### src/hw/rtl/rsurf_pkg.sv
`default_nettype none
package rsurf_pkg;

   localparam int MAX_POINTS  = 32;
   localparam int COORD_WIDTH = 16;
   localparam int PT_IDX_W    = 5;
   localparam int PTS_W       = 6;
   localparam int ANGLE_W     = 9;
   localparam int TRIG_W      = 16;
   localparam int FRAC_BITS   = 14;
   localparam int ROUND_HALF  = 8192;
   localparam int CSR_IDX_W   = 2;
   localparam int CSR_DATA_W  = 9;

   localparam int FULL_TURN    = 360;
   localparam int HALF_TURN    = 180;
   localparam int QUARTER_TURN = 90;
   localparam int THREE_QUARTER_TURN = 270;

   // register indexes
   localparam logic [CSR_IDX_W-1:0] CSR_AXIS_SELECT    = 2'd0;
   localparam logic [CSR_IDX_W-1:0] CSR_ANGLE_STEP_DEG = 2'd1;
   localparam logic [CSR_IDX_W-1:0] CSR_PROFILE_POINTS = 2'd2;

   // axis codes
   localparam logic [1:0] AXIS_Z = 2'd0;
   localparam logic [1:0] AXIS_Y = 2'd1;
   localparam logic [1:0] AXIS_X = 2'd2;

   // item kinds
   localparam logic KIND_LOAD = 1'b0;
   localparam logic KIND_EMIT = 1'b1;

   typedef logic signed [COORD_WIDTH-1:0] coord_type;
   typedef logic signed [TRIG_W-1:0]      trig_type;

   typedef struct packed {
      coord_type x;
      coord_type y;
      coord_type z;
   } point_type;

   typedef struct packed {
      logic mul_en;
      logic scale_en;
   } rot_ctrl_type;

   // sin(d) in Q2.14 for d = 0..90
   localparam logic [14:0] QSINE [0:90] = '{
      15'd0, 15'd286, 15'd572, 15'd857, 15'd1143, 15'd1428, 15'd1713, 15'd1997,
      15'd2280, 15'd2563, 15'd2845, 15'd3126, 15'd3406, 15'd3686, 15'd3964,
      15'd4240, 15'd4516, 15'd4790, 15'd5063, 15'd5334, 15'd5604, 15'd5872,
      15'd6138, 15'd6402, 15'd6664, 15'd6924, 15'd7182, 15'd7438, 15'd7692,
      15'd7943, 15'd8192, 15'd8438, 15'd8682, 15'd8923, 15'd9162, 15'd9397,
      15'd9630, 15'd9860, 15'd10087, 15'd10311, 15'd10531, 15'd10749, 15'd10963,
      15'd11174, 15'd11381, 15'd11585, 15'd11786, 15'd11982, 15'd12176,
      15'd12365, 15'd12551, 15'd12733, 15'd12911, 15'd13085, 15'd13255,
      15'd13421, 15'd13583, 15'd13741, 15'd13894, 15'd14044, 15'd14189,
      15'd14330, 15'd14466, 15'd14598, 15'd14726, 15'd14849, 15'd14968,
      15'd15082, 15'd15191, 15'd15296, 15'd15396, 15'd15491, 15'd15582,
      15'd15668, 15'd15749, 15'd15826, 15'd15897, 15'd15964, 15'd16026,
      15'd16083, 15'd16135, 15'd16182, 15'd16225, 15'd16262, 15'd16294,
      15'd16322, 15'd16344, 15'd16362, 15'd16374, 15'd16382, 15'd16384
   };

   // sine of a whole-degree angle below two full turns, by quadrant symmetry
   function automatic trig_type sine_deg(input logic [ANGLE_W-1:0] deg);
      logic [ANGLE_W-1:0] d;
      logic [ANGLE_W-1:0] k;
      logic               neg;
      trig_type           mag;
      d = (deg >= ANGLE_W'(FULL_TURN)) ? deg - ANGLE_W'(FULL_TURN) : deg;
      if (d <= ANGLE_W'(QUARTER_TURN)) begin
         k   = d;
         neg = 1'b0;
      end else if (d <= ANGLE_W'(HALF_TURN)) begin
         k   = ANGLE_W'(HALF_TURN) - d;
         neg = 1'b0;
      end else if (d <= ANGLE_W'(THREE_QUARTER_TURN)) begin
         k   = d - ANGLE_W'(HALF_TURN);
         neg = 1'b1;
      end else begin
         k   = ANGLE_W'(FULL_TURN) - d;
         neg = 1'b1;
      end
      mag = trig_type'({1'b0, QSINE[k[6:0]]});
      return neg ? -mag : mag;
   endfunction

endpackage
`default_nettype wire

### src/hw/rtl/rsurf_profile_mem.sv
`default_nettype none
module rsurf_profile_mem import rsurf_pkg::*; (
   input  wire logic                clock,
   input  wire logic                wr_en,
   input  wire logic [PT_IDX_W-1:0] wr_addr,
   input  wire point_type           wr_data,
   input  wire logic                rd_en,
   input  wire logic [PT_IDX_W-1:0] rd_addr,
   output point_type                rd_data
);

   point_type mem [0:MAX_POINTS-1];
   point_type rd_data_ff;

   // write port
   always_ff @(posedge clock) begin
      if (wr_en) begin
         mem[wr_addr] <= wr_data;
      end
   end

   // registered read port
   always_ff @(posedge clock) begin
      if (rd_en) begin
         rd_data_ff <= mem[rd_addr];
      end
   end

   assign rd_data = rd_data_ff;

endmodule
`default_nettype wire

### config.mk
export PLATFORM = sky130hd
export DESIGN_NAME = rsurf_profile_mem
export DESIGN_NICKNAME = d
export VERILOG_FILES = /design/src/hw/rtl/rsurf_pkg.sv /design/src/hw/rtl/rsurf_profile_mem.sv
export SDC_FILE = /design/constraint.sdc
export NUM_CORES = 1
export LEC_CHECK = 0
export BUFFER_PORTS_ARGS = -buffer_cell sky130_fd_sc_hd__buf_2
export CAP_MARGIN = 20
export CELL_PAD_IN_SITES_DETAIL_PLACEMENT = 0
export CELL_PAD_IN_SITES_GLOBAL_PLACEMENT = 1
export CORE_MARGIN = 4
export CORE_UTILIZATION = 30
export DETAILED_ROUTE_END_ITERATION = 12
export PLACE_DENSITY = 0.55
export SYNTH_ARGS = -nofsm -noshare
export SYNTH_HDL_FRONTEND = slang
export SYNTH_SLANG_ARGS = --single-unit
### constraint.sdc
create_clock -name clock -period 3.4 [get_ports clock]
set_clock_uncertainty 0.05 [all_clocks]
set_input_delay 0 -clock clock [delete_from_list [all_inputs] [get_ports clock]]
set_output_delay 0 -clock clock [all_outputs]
set_load 0.01 [all_outputs]
==> results.md <==
* Crit start category: primary input
* Post-route total power at 0.0412 W
* Inserted Clock Buffers at 161
* Die X at 460 um
* F_max at 323 MHz
* Largest net degree at the start of global routing at 85
* Crit path time final at 3090 ps
* Pleak at 24.4 nW
* Final Non-Filler Cells at 6,434
* Top delay family on crit path: buffers and inverters
* Drt wl/cell at 26.5 um
* CTS tree: yes
* RSZ-0062 raised after global routing: false
* Die height at 460 um
* Clock buffer depth at 3
* Relative max-transition margin at 24.2%
* Synth unique cells at 25
* Number of synthesized register bits at 1,584
* Max-Cap Viols at 0
* CP Data Arrival Time at 3570 ps
* Total grt overflow at 0
* Power per cell area at 576 nW/um^2
* Initial antenna violation count at 11
* Final setup fails at 0
* Crit end category: register
* Final WL at 171,000 um
* Post-CTS Resized at 0
* Mean Syn Cell Area at 18.2 sq um
* Hold Vio Cnt, Final at 0
* Die area at 211,000 sq um
* FF-to-FF path depth at 6
* Placed wire-length estimate at 82,400 um
* Crit path kind: in2reg
* Total GRT Usage at 15.9%
* Num ports at 109
* Placed cell count at 6,082
* Setup TNS at 0 ps
* Average via count per standard cell at 4.90
* Slowest cell on the critical path: dlygate4sd3_1
* Layout cell share with drive strength beyond 1 at 13.0%
* Clock Pin Slew Worst Setup and Hold Paths at 60 ps
* Slew @ Worst Pin at 1140 ps
* Gpl congestion at 0.698
* Hold Crit Start: wr_addr[3]
* Worst Hold Class: in2reg
* Peak VDD IR at 0.000373 V
* Fillers at 19,000
* Layout Nets at 3,698
* Synth Cell Area at 61,200 sq um
* Hold endpoint: mem[19][6]
* Area Growth Syn to Fin at 17.0%
* Syn nets at 3,425
* Internal reg-to-reg setup slack at 1190 ps
* R2r endpoint: rd_data[6]
* I/O Buffers at 108
* Synth warn at 0
* Fin crit share at 90.9%
* Clk root buf: clkbuf_16
* Clock sinks at 1,584
* Most frequent cells in the layout: edfxtp_1, mux2i_1, clkbuf_16
* Maximum fanout along the worst path at 21
* Seq/Total Area, Yosys at 77.7%
* CORE AREA at 203,000 sq um
* Htree depth at 4
* Clock Latency Late Sink at 780 ps
* Top cell by count, worst path: dlygate4sd3_1
* Crit path largest cell delay at 770 ps
* Vias in the first global route at 31,600
* Global-route wire length before repair at 240,000 um
* Most common cell after layout, fill and taps aside: edfxtp_1
* Outcome: completed
* DR pass1 iterations at 5
* Post-layout util at 35.4%
* Starting Density at 30.2%
* Final count of pins violating max slew at 0
* Remaining DRCs at 0
* Hold depth at 4
* Reg2reg start: mem[16][6]
* DR vias at 31,500
* CP required at 3880 ps
* Post-Syn Instances at 3,364
* Num rows at 165
* Final ANT Viol Nets at 0
* CP cell instances: dlygate4sd3_1 -> buf_2 -> nor2_4 -> dlygate4sd3_1 -> buf_4 -> nand2_1 -> dlygate4sd3_1 -> a31oi_1 -> nand3_1 -> dlygate4sd3_1
* DRT iter0 DRCs at 2,544
* Critical path buffers and inverters at 6
logic make-up after synthesis:
family          after synthesis  share of synthesized area (%)
flops                      1584                           77.7
simple gates                389                           2.87
mux                         768                           12.6
compound gates              432                           4.81
buf+inv                     191                           2.05
flip-flops by register name, indices dropped and copies added (netlist names):
register / cells
mem: 1536
rd_data: 48
area by class of cell:
| type | instances | area [sq um] | share of cell area [%] |
|---|---|---|---|
| antenna | 2 | 5.00 | 0.00699 |
| clock buffer | 202 | 4290 | 5.99 |
| tap | 2672 | 3340 | 4.67 |
| sequential | 1584 | 47600 | 66.4 |
| multi-input combinational | 1589 | 12700 | 17.7 |
| timing repair buffer | 301 | 3000 | 4.19 |
| clock inverter | 84 | 751 | 1.05 |
how the worst max path moves through the flow:
stage	from	endpoint	slack (ps)	cells after the start
2_1_floorplan	wr_addr[1]	mem[12][0]	220	3
5_1_grt	rd_addr[1]	rd_data[6]	240	10
6_report	rd_addr[1]	rd_data[6]	310	10
4_1_cts	rd_addr[1]	rd_data[6]	420	10
3_5_place_dp	rd_addr[0]	rd_data[15]	1090	8
3_3_place_gp	rd_addr[0]	rd_data[15]	1080	8
tightest hold or removal path, stage by stage:
cell    delay [ps]
buf_2          150
or3b_2         290
nor2_4          90
buf_12         180
per-stage QoR:
| step | setup slack (ps) | instance area [sq um] | hold WS, ps |
|---|---|---|---|
| 6_report | 309 | 71600 | 77.1 |
| 5_1_grt | 241 | 71600 | 57.9 |
| 4_1_cts | 417 | 71600 | 6.97 |
| 3_5_place_dp | 1090 | 65900 | 364 |
| 3_3_place_gp | 1080 | 65900 | 374 |
| 2_1_floorplan | 222 | 61200 | 48.9 |
report_power, final:
| group | leakage [nW] | switching [W] | internal (W) |
|---|---|---|---|
| combinational | 7.67 | 0.00141 | 0.000729 |
| sequential | 14.3 | 0.0000976 | 0.0218 |
| clock | 2.46 | 0.00726 | 0.00994 |
timing repair:
action                    in CTS  in global routing
hold endpoints to repair    1613                  0
buffers inserted               0                  0
hold buffers                  64                  0
per-layer routing:
| metal | global-route usage [%] | part of all wire, % |
|---|---|---|
| met1 | 21.1 | 44 |
| met2 | 27.1 | 50 |
| met3 | 2.38 | 4.0 |
| met4 | 4.25 | 2.2 |
| met5 | 0 | 0.013 |
synthesized netlist by cell type, drive strengths merged:
| cell type | instances | area share (%) |
|---|---|---|
| a21oi | 144 | 1.2 |
| a22o | 96 | 1.4 |
| a22oi | 144 | 1.8 |
| a31oi | 48 | 0.49 |
| and2 | 1 | 0.010 |
| and2b | 1 | 0.012 |
| buf | 131 | 1.7 |
| clkbuf | 60 | 0.37 |
| edfxtp | 1584 | 78 |
| mux2i | 768 | 13 |
| nand2 | 146 | 0.90 |
| nand2b | 2 | 0.020 |
| nand3 | 146 | 1.2 |
| nand3b | 5 | 0.061 |
| nor2 | 34 | 0.21 |
| nor2b | 1 | 0.010 |
| nor3 | 48 | 0.39 |
| or2 | 1 | 0.010 |
| or3 | 1 | 0.010 |
| or3b | 3 | 0.043 |
No activity file was read; power rests on OpenSTA's default activity.
