File: config.mk
export PLATFORM = sky130hd
export DESIGN_NAME = rsurf_rotate
export DESIGN_NICKNAME = d
export VERILOG_FILES = /design/src/hw/rtl/rsurf_pkg.sv /design/src/hw/rtl/rsurf_rotate.sv
export SDC_FILE = /design/constraint.sdc
export NUM_CORES = 2
export LEC_CHECK = 0
export BUFFER_PORTS_ARGS = -buffer_cell sky130_fd_sc_hd__buf_2
export CORE_UTILIZATION = 55
export DETAILED_ROUTE_END_ITERATION = 8
export PLACE_DENSITY = 0.73
export SYNTH_ARGS = -nofsm -noshare
export SYNTH_HDL_FRONTEND = slang
export SYNTH_SLANG_ARGS = --single-unit
File: constraint.sdc
create_clock -name clock -period 10.4 [get_ports clock]
set_clock_uncertainty 0.15 [all_clocks]
set_input_delay 1.56 -clock clock [delete_from_list [all_inputs] [get_ports clock]]
set_output_delay 1.56 -clock clock [all_outputs]
set_load 0.03 [all_outputs]
File: src/hw/rtl/rsurf_pkg.sv
`default_nettype none
package rsurf_pkg;

   localparam int MAX_POINTS  = 32;
   localparam int COORD_WIDTH = 16;
   localparam int PT_IDX_W    = 5;
   localparam int PTS_W       = 6;
   localparam int ANGLE_W     = 9;
   localparam int TRIG_W      = 16;
   localparam int FRAC_BITS   = 14;
   localparam int ROUND_HALF  = 8192;
   localparam int CSR_IDX_W   = 2;
   localparam int CSR_DATA_W  = 9;

   localparam int FULL_TURN    = 360;
   localparam int HALF_TURN    = 180;
   localparam int QUARTER_TURN = 90;
   localparam int THREE_QUARTER_TURN = 270;

   // register indexes
   localparam logic [CSR_IDX_W-1:0] CSR_AXIS_SELECT    = 2'd0;
   localparam logic [CSR_IDX_W-1:0] CSR_ANGLE_STEP_DEG = 2'd1;
   localparam logic [CSR_IDX_W-1:0] CSR_PROFILE_POINTS = 2'd2;

   // axis codes
   localparam logic [1:0] AXIS_Z = 2'd0;
   localparam logic [1:0] AXIS_Y = 2'd1;
   localparam logic [1:0] AXIS_X = 2'd2;

   // item kinds
   localparam logic KIND_LOAD = 1'b0;
   localparam logic KIND_EMIT = 1'b1;

   typedef logic signed [COORD_WIDTH-1:0] coord_type;
   typedef logic signed [TRIG_W-1:0]      trig_type;

   typedef struct packed {
      coord_type x;
      coord_type y;
      coord_type z;
   } point_type;

   typedef struct packed {
      logic mul_en;
      logic scale_en;
   } rot_ctrl_type;

   // sin(d) in Q2.14 for d = 0..90
   localparam logic [14:0] QSINE [0:90] = '{
      15'd0, 15'd286, 15'd572, 15'd857, 15'd1143, 15'd1428, 15'd1713, 15'd1997,
      15'd2280, 15'd2563, 15'd2845, 15'd3126, 15'd3406, 15'd3686, 15'd3964,
      15'd4240, 15'd4516, 15'd4790, 15'd5063, 15'd5334, 15'd5604, 15'd5872,
      15'd6138, 15'd6402, 15'd6664, 15'd6924, 15'd7182, 15'd7438, 15'd7692,
      15'd7943, 15'd8192, 15'd8438, 15'd8682, 15'd8923, 15'd9162, 15'd9397,
      15'd9630, 15'd9860, 15'd10087, 15'd10311, 15'd10531, 15'd10749, 15'd10963,
      15'd11174, 15'd11381, 15'd11585, 15'd11786, 15'd11982, 15'd12176,
      15'd12365, 15'd12551, 15'd12733, 15'd12911, 15'd13085, 15'd13255,
      15'd13421, 15'd13583, 15'd13741, 15'd13894, 15'd14044, 15'd14189,
      15'd14330, 15'd14466, 15'd14598, 15'd14726, 15'd14849, 15'd14968,
      15'd15082, 15'd15191, 15'd15296, 15'd15396, 15'd15491, 15'd15582,
      15'd15668, 15'd15749, 15'd15826, 15'd15897, 15'd15964, 15'd16026,
      15'd16083, 15'd16135, 15'd16182, 15'd16225, 15'd16262, 15'd16294,
      15'd16322, 15'd16344, 15'd16362, 15'd16374, 15'd16382, 15'd16384
   };

   // sine of a whole-degree angle below two full turns, by quadrant symmetry
   function automatic trig_type sine_deg(input logic [ANGLE_W-1:0] deg);
      logic [ANGLE_W-1:0] d;
      logic [ANGLE_W-1:0] k;
      logic               neg;
      trig_type           mag;
      d = (deg >= ANGLE_W'(FULL_TURN)) ? deg - ANGLE_W'(FULL_TURN) : deg;
      if (d <= ANGLE_W'(QUARTER_TURN)) begin
         k   = d;
         neg = 1'b0;
      end else if (d <= ANGLE_W'(HALF_TURN)) begin
         k   = ANGLE_W'(HALF_TURN) - d;
         neg = 1'b0;
      end else if (d <= ANGLE_W'(THREE_QUARTER_TURN)) begin
         k   = d - ANGLE_W'(HALF_TURN);
         neg = 1'b1;
      end else begin
         k   = ANGLE_W'(FULL_TURN) - d;
         neg = 1'b1;
      end
      mag = trig_type'({1'b0, QSINE[k[6:0]]});
      return neg ? -mag : mag;
   endfunction

endpackage
`default_nettype wire

File: src/hw/rtl/rsurf_rotate.sv
`default_nettype none
module rsurf_rotate import rsurf_pkg::*; (
   input  wire logic         clock,
   input  wire rot_ctrl_type ctrl,
   input  wire logic [1:0]   axis,
   input  wire point_type    pt,
   input  wire trig_type     sin0,
   input  wire trig_type     cos0,
   input  wire trig_type     sin1,
   input  wire trig_type     cos1,
   output point_type         cur0,
   output point_type         cur1,
   output point_type         prev0,
   output point_type         prev1
);

   localparam int PROD_W = COORD_WIDTH + TRIG_W;
   localparam int Q_W    = PROD_W + 1 - FRAC_BITS;

   logic signed [PROD_W-1:0] mc0_ff, ms0_ff, mc1_ff, ms1_ff;
   point_type                pt_ff;
   point_type                cur0_ff, cur1_ff, prev0_ff, prev1_ff;
   point_type                cur0_in, cur1_in;
   coord_type                src;
   coord_type                sc0, ss0, sc1, ss1;

   // round half up, floor by 2^14, saturate
   function automatic coord_type scale(input logic signed [PROD_W-1:0] prod);
      logic signed [PROD_W:0] p;
      logic signed [Q_W-1:0]  q;
      p = {prod[PROD_W-1], prod} + (PROD_W+1)'(ROUND_HALF);
      q = p[PROD_W:FRAC_BITS];
      if (q > Q_W'($signed({1'b0, {(COORD_WIDTH-1){1'b1}}}))) begin
         return {1'b0, {(COORD_WIDTH-1){1'b1}}};
      end else if (q < Q_W'($signed({1'b1, {(COORD_WIDTH-1){1'b0}}}))) begin
         return {1'b1, {(COORD_WIDTH-1){1'b0}}};
      end
      return q[COORD_WIDTH-1:0];
   endfunction

   assign src = (axis == AXIS_X) ? pt.z : pt.x;

   // multiply stage
   always_ff @(posedge clock) begin
      if (ctrl.mul_en) begin
         mc0_ff <= src * cos0;
         ms0_ff <= src * sin0;
         mc1_ff <= src * cos1;
         ms1_ff <= src * sin1;
         pt_ff  <= pt;
      end
   end

   assign sc0 = scale(mc0_ff);
   assign ss0 = scale(ms0_ff);
   assign sc1 = scale(mc1_ff);
   assign ss1 = scale(ms1_ff);

   // place the turned coordinates per axis
   always_comb begin
      unique case (axis)
         AXIS_Z: begin
            cur0_in = '{x: sc0, y: ss0, z: pt_ff.z};
            cur1_in = '{x: sc1, y: ss1, z: pt_ff.z};
         end
         AXIS_Y: begin
            cur0_in = '{x: sc0, y: pt_ff.y, z: ss0};
            cur1_in = '{x: sc1, y: pt_ff.y, z: ss1};
         end
         default: begin
            cur0_in = '{x: pt_ff.x, y: sc0, z: ss0};
            cur1_in = '{x: pt_ff.x, y: sc1, z: ss1};
         end
      endcase
   end

   // scale stage: advance current point into previous
   always_ff @(posedge clock) begin
      if (ctrl.scale_en) begin
         prev0_ff <= cur0_ff;
         prev1_ff <= cur1_ff;
         cur0_ff  <= cur0_in;
         cur1_ff  <= cur1_in;
      end
   end

   assign cur0  = cur0_ff;
   assign cur1  = cur1_ff;
   assign prev0 = prev0_ff;
   assign prev1 = prev1_ff;

endmodule
`default_nettype wire

==> metrics <==
DRT Pass-1 Iters 5; Async S/R FF share, synth 0%; Max Slew Vio Count 0; WS Path Type in -> reg; clock tree sinks 316; die width 307 um; final setup margin around 1.7 ns; WL per Instance 21.4 um; sequential fraction of the synthesis area a little under a fifth; setup_tns 0 ns; Reg area 9490 sq um; WP buf/inv 3; fin crit share between 80% and 90%; slowest CP cell mux2_2; crit start category input port; max cap viols 0; critical path arrival 8.85 ns; root buf cell clkbuf_16; slowest cell delay on critical path 1.01 ns; CTS clk-pin slew, worst paths 0.07 ns; Port Buffers 308; Crit path max-delay family adder cells; Netlist cell types 93; Gate Count Post-Synth 5069; Inserted Clock Buffers 29; synthesis-stage register bit count 316; nets@finish 6734; syn nets between 6000 and 7000; Crit path top cell by count fa_1; Slew headroom 23.7%; Post-CTS Resized 0; Die Y-Extent 307 um; largest net degree at the start of global routing approximately 110; Total Routing Usage GR 30.3%; Most used DFF post-synth edfxtp_1; Final ANT Viol Nets 0; routed vias/inst approximately 5.5; final HPWL from detailed placement 112000 um; core area 91900 sq um; most frequent cells in the layout inv_1, fa_1, nand2_1, and2_1, ha_1; EDFF count, synth 316; post-synthesis instance area 51200 sq um; setup violators final 0; Worst Max-Slew Pin Slew approximately 1.1 ns; layout cells sized above 1 roughly 8.9%; # H-tree levels 1; dpl ws 1.20 ns; post-route cell area 54900 sq um; Syn. warnings 0; Fin. Hold Viols 0; Initial Util 55.6%; worst path required time 10.56 ns; CTS tree yes; post-CTS setup buffers 0; WL final 140000 um; DP Area about 54000 sq um; CP Max Fanout 38; crit-path cells buf_2 -> nand2b_1 -> buf_4 -> mux2_2 -> buf_4 -> and2_1 -> fa_1 -> fa_1 -> fa_1 -> fa_1 -> fa_1 -> fa_1 -> ha_1 -> nand2_1 -> or4_1 -> nor3_1 -> nand4_2 -> a21boi_0 -> o21a_1 -> nor2_1 -> xnor2_1; routability cong. about 0.95; Worst Setup End Kind flip-flop; via count 35900; GRT Residual Overflow 0; clk buf depth 3; # DRC 0; Final min period roughly 8.7 ns; fillers 7725; Boundary Pins 309; Fmax achieved 115 MHz; final core occ 59.7%; Post-CTS Hold Buffers 0; Die Area about 94000 sq um; worst min-delay path class reg -> reg; commonest non-fill, non-tap cell in the layout inv_1; initial DRC count 2893; Multi-input gate area 36600 sq um; status finished clean; vias in the first global route 37900; initial antenna violation count 15; first-pass GRT wire length 217000 um; Synth Area per Inst between 10 and 15 sq um; Row Count roughly 110; worst skew pair latency 0.56 ns; RSZ-0062 raised after global routing false; Syn-to-layout area delta 7.32%
-- cell usage after synthesis, drive strengths merged (3+ instances only) --
cell type | number | area (sq um)
a2111o | 3 | 33.8
a211oi | 17 | 138
a21boi | 8 | 63.8
a21o | 53 | 398
a21oi | 96 | 495
a221o | 3 | 30.0
a221oi | 6 | 82.6
a22oi | 3 | 22.5
a31oi | 13 | 111
and2 | 495 | 3100
and3 | 22 | 143
and4 | 13 | 116
buf | 38 | 171
clkbuf | 164 | 617
edfxtp | 316 | 9490
fa | 1045 | 20900
ha | 319 | 3990
inv | 1150 | 4320
mux2 | 21 | 236
mux2i | 17 | 170
nand2 | 602 | 2260
nand2b | 14 | 87.6
nand3 | 48 | 245
nand4 | 20 | 153
nor2 | 147 | 557
nor2b | 12 | 75.1
nor3 | 35 | 185
nor4 | 3 | 25.0
o211ai | 12 | 90.1
o21a | 13 | 97.6
o21ai | 122 | 629
o21bai | 5 | 41.3
o22a | 3 | 26.3
o22ai | 13 | 81.3
o311ai | 7 | 76.3
o31ai | 3 | 27.5
or2 | 10 | 62.6
or3 | 3 | 18.8
or4 | 5 | 37.5
xnor2 | 105 | 920
xor2 | 57 | 507
-- flip-flops by register name, summed over array words and instances (netlist names) --
register and flops:
ms1_ff 19, prev1 48, mc1_ff 19, prev0 48, cur0 48, ms0_ff 19, pt_ff 48, mc0_ff 19
cur1 48
-- cell families after synthesis --
kind of cell | share of synthesized area [%]
mux | 0.795
fa+ha+maj | 48.7
simple gates | 13.9
xor+xnor | 2.79
buf+inv | 9.99
flops | 18.5
compound gates | 5.27
-- path summary, 6_finish.rpt --
kind	cells after the start	slack (ns)	start	end
worst min register to register	0	0.29	cur1[41]	prev1[41]
worst max register to register	8	6.66	ms1_ff[16]	cur1[26]
worst max-delay path	21	1.71	axis[0]	mc1_ff[29]
worst min-delay path	0	0.29	cur1[41]	prev1[41]
-- per-layer routing --
metal	GRT usage, %	share of wire (%)	vias up
li1	-	-	15700
met1	40.4	40	18200
met2	49.6	47	1687
met3	4.86	8.7	257
met4	12.5	4.5	6
met5	0	0.029	-
-- stage by stage --
stage	std cells	hold WS (ns)
2_1_floorplan	5069	0.344
3_3_place_gp	6465	0.280
3_5_place_dp	6465	0.283
4_1_cts	6518	0.301
5_1_grt	6525	0.312
6_report	6527	0.294
-- area by class of cell --
class                           instances  share of cell area [%]
Tap cell                             1243                    2.83
Timing Repair Buffer                  355                    3.60
Multi-Input combinational cell       3400                    66.6
Clock buffer                           30                    1.33
Antenna cell                            9                  0.0410
Inverter                             1151                    7.87
Sequential cell                       316                    17.3
Clock inverter                         23                   0.449
Power is not shown: default switching activity piles up to over one toggle a cycle in this logic, so the estimate is an artifact.
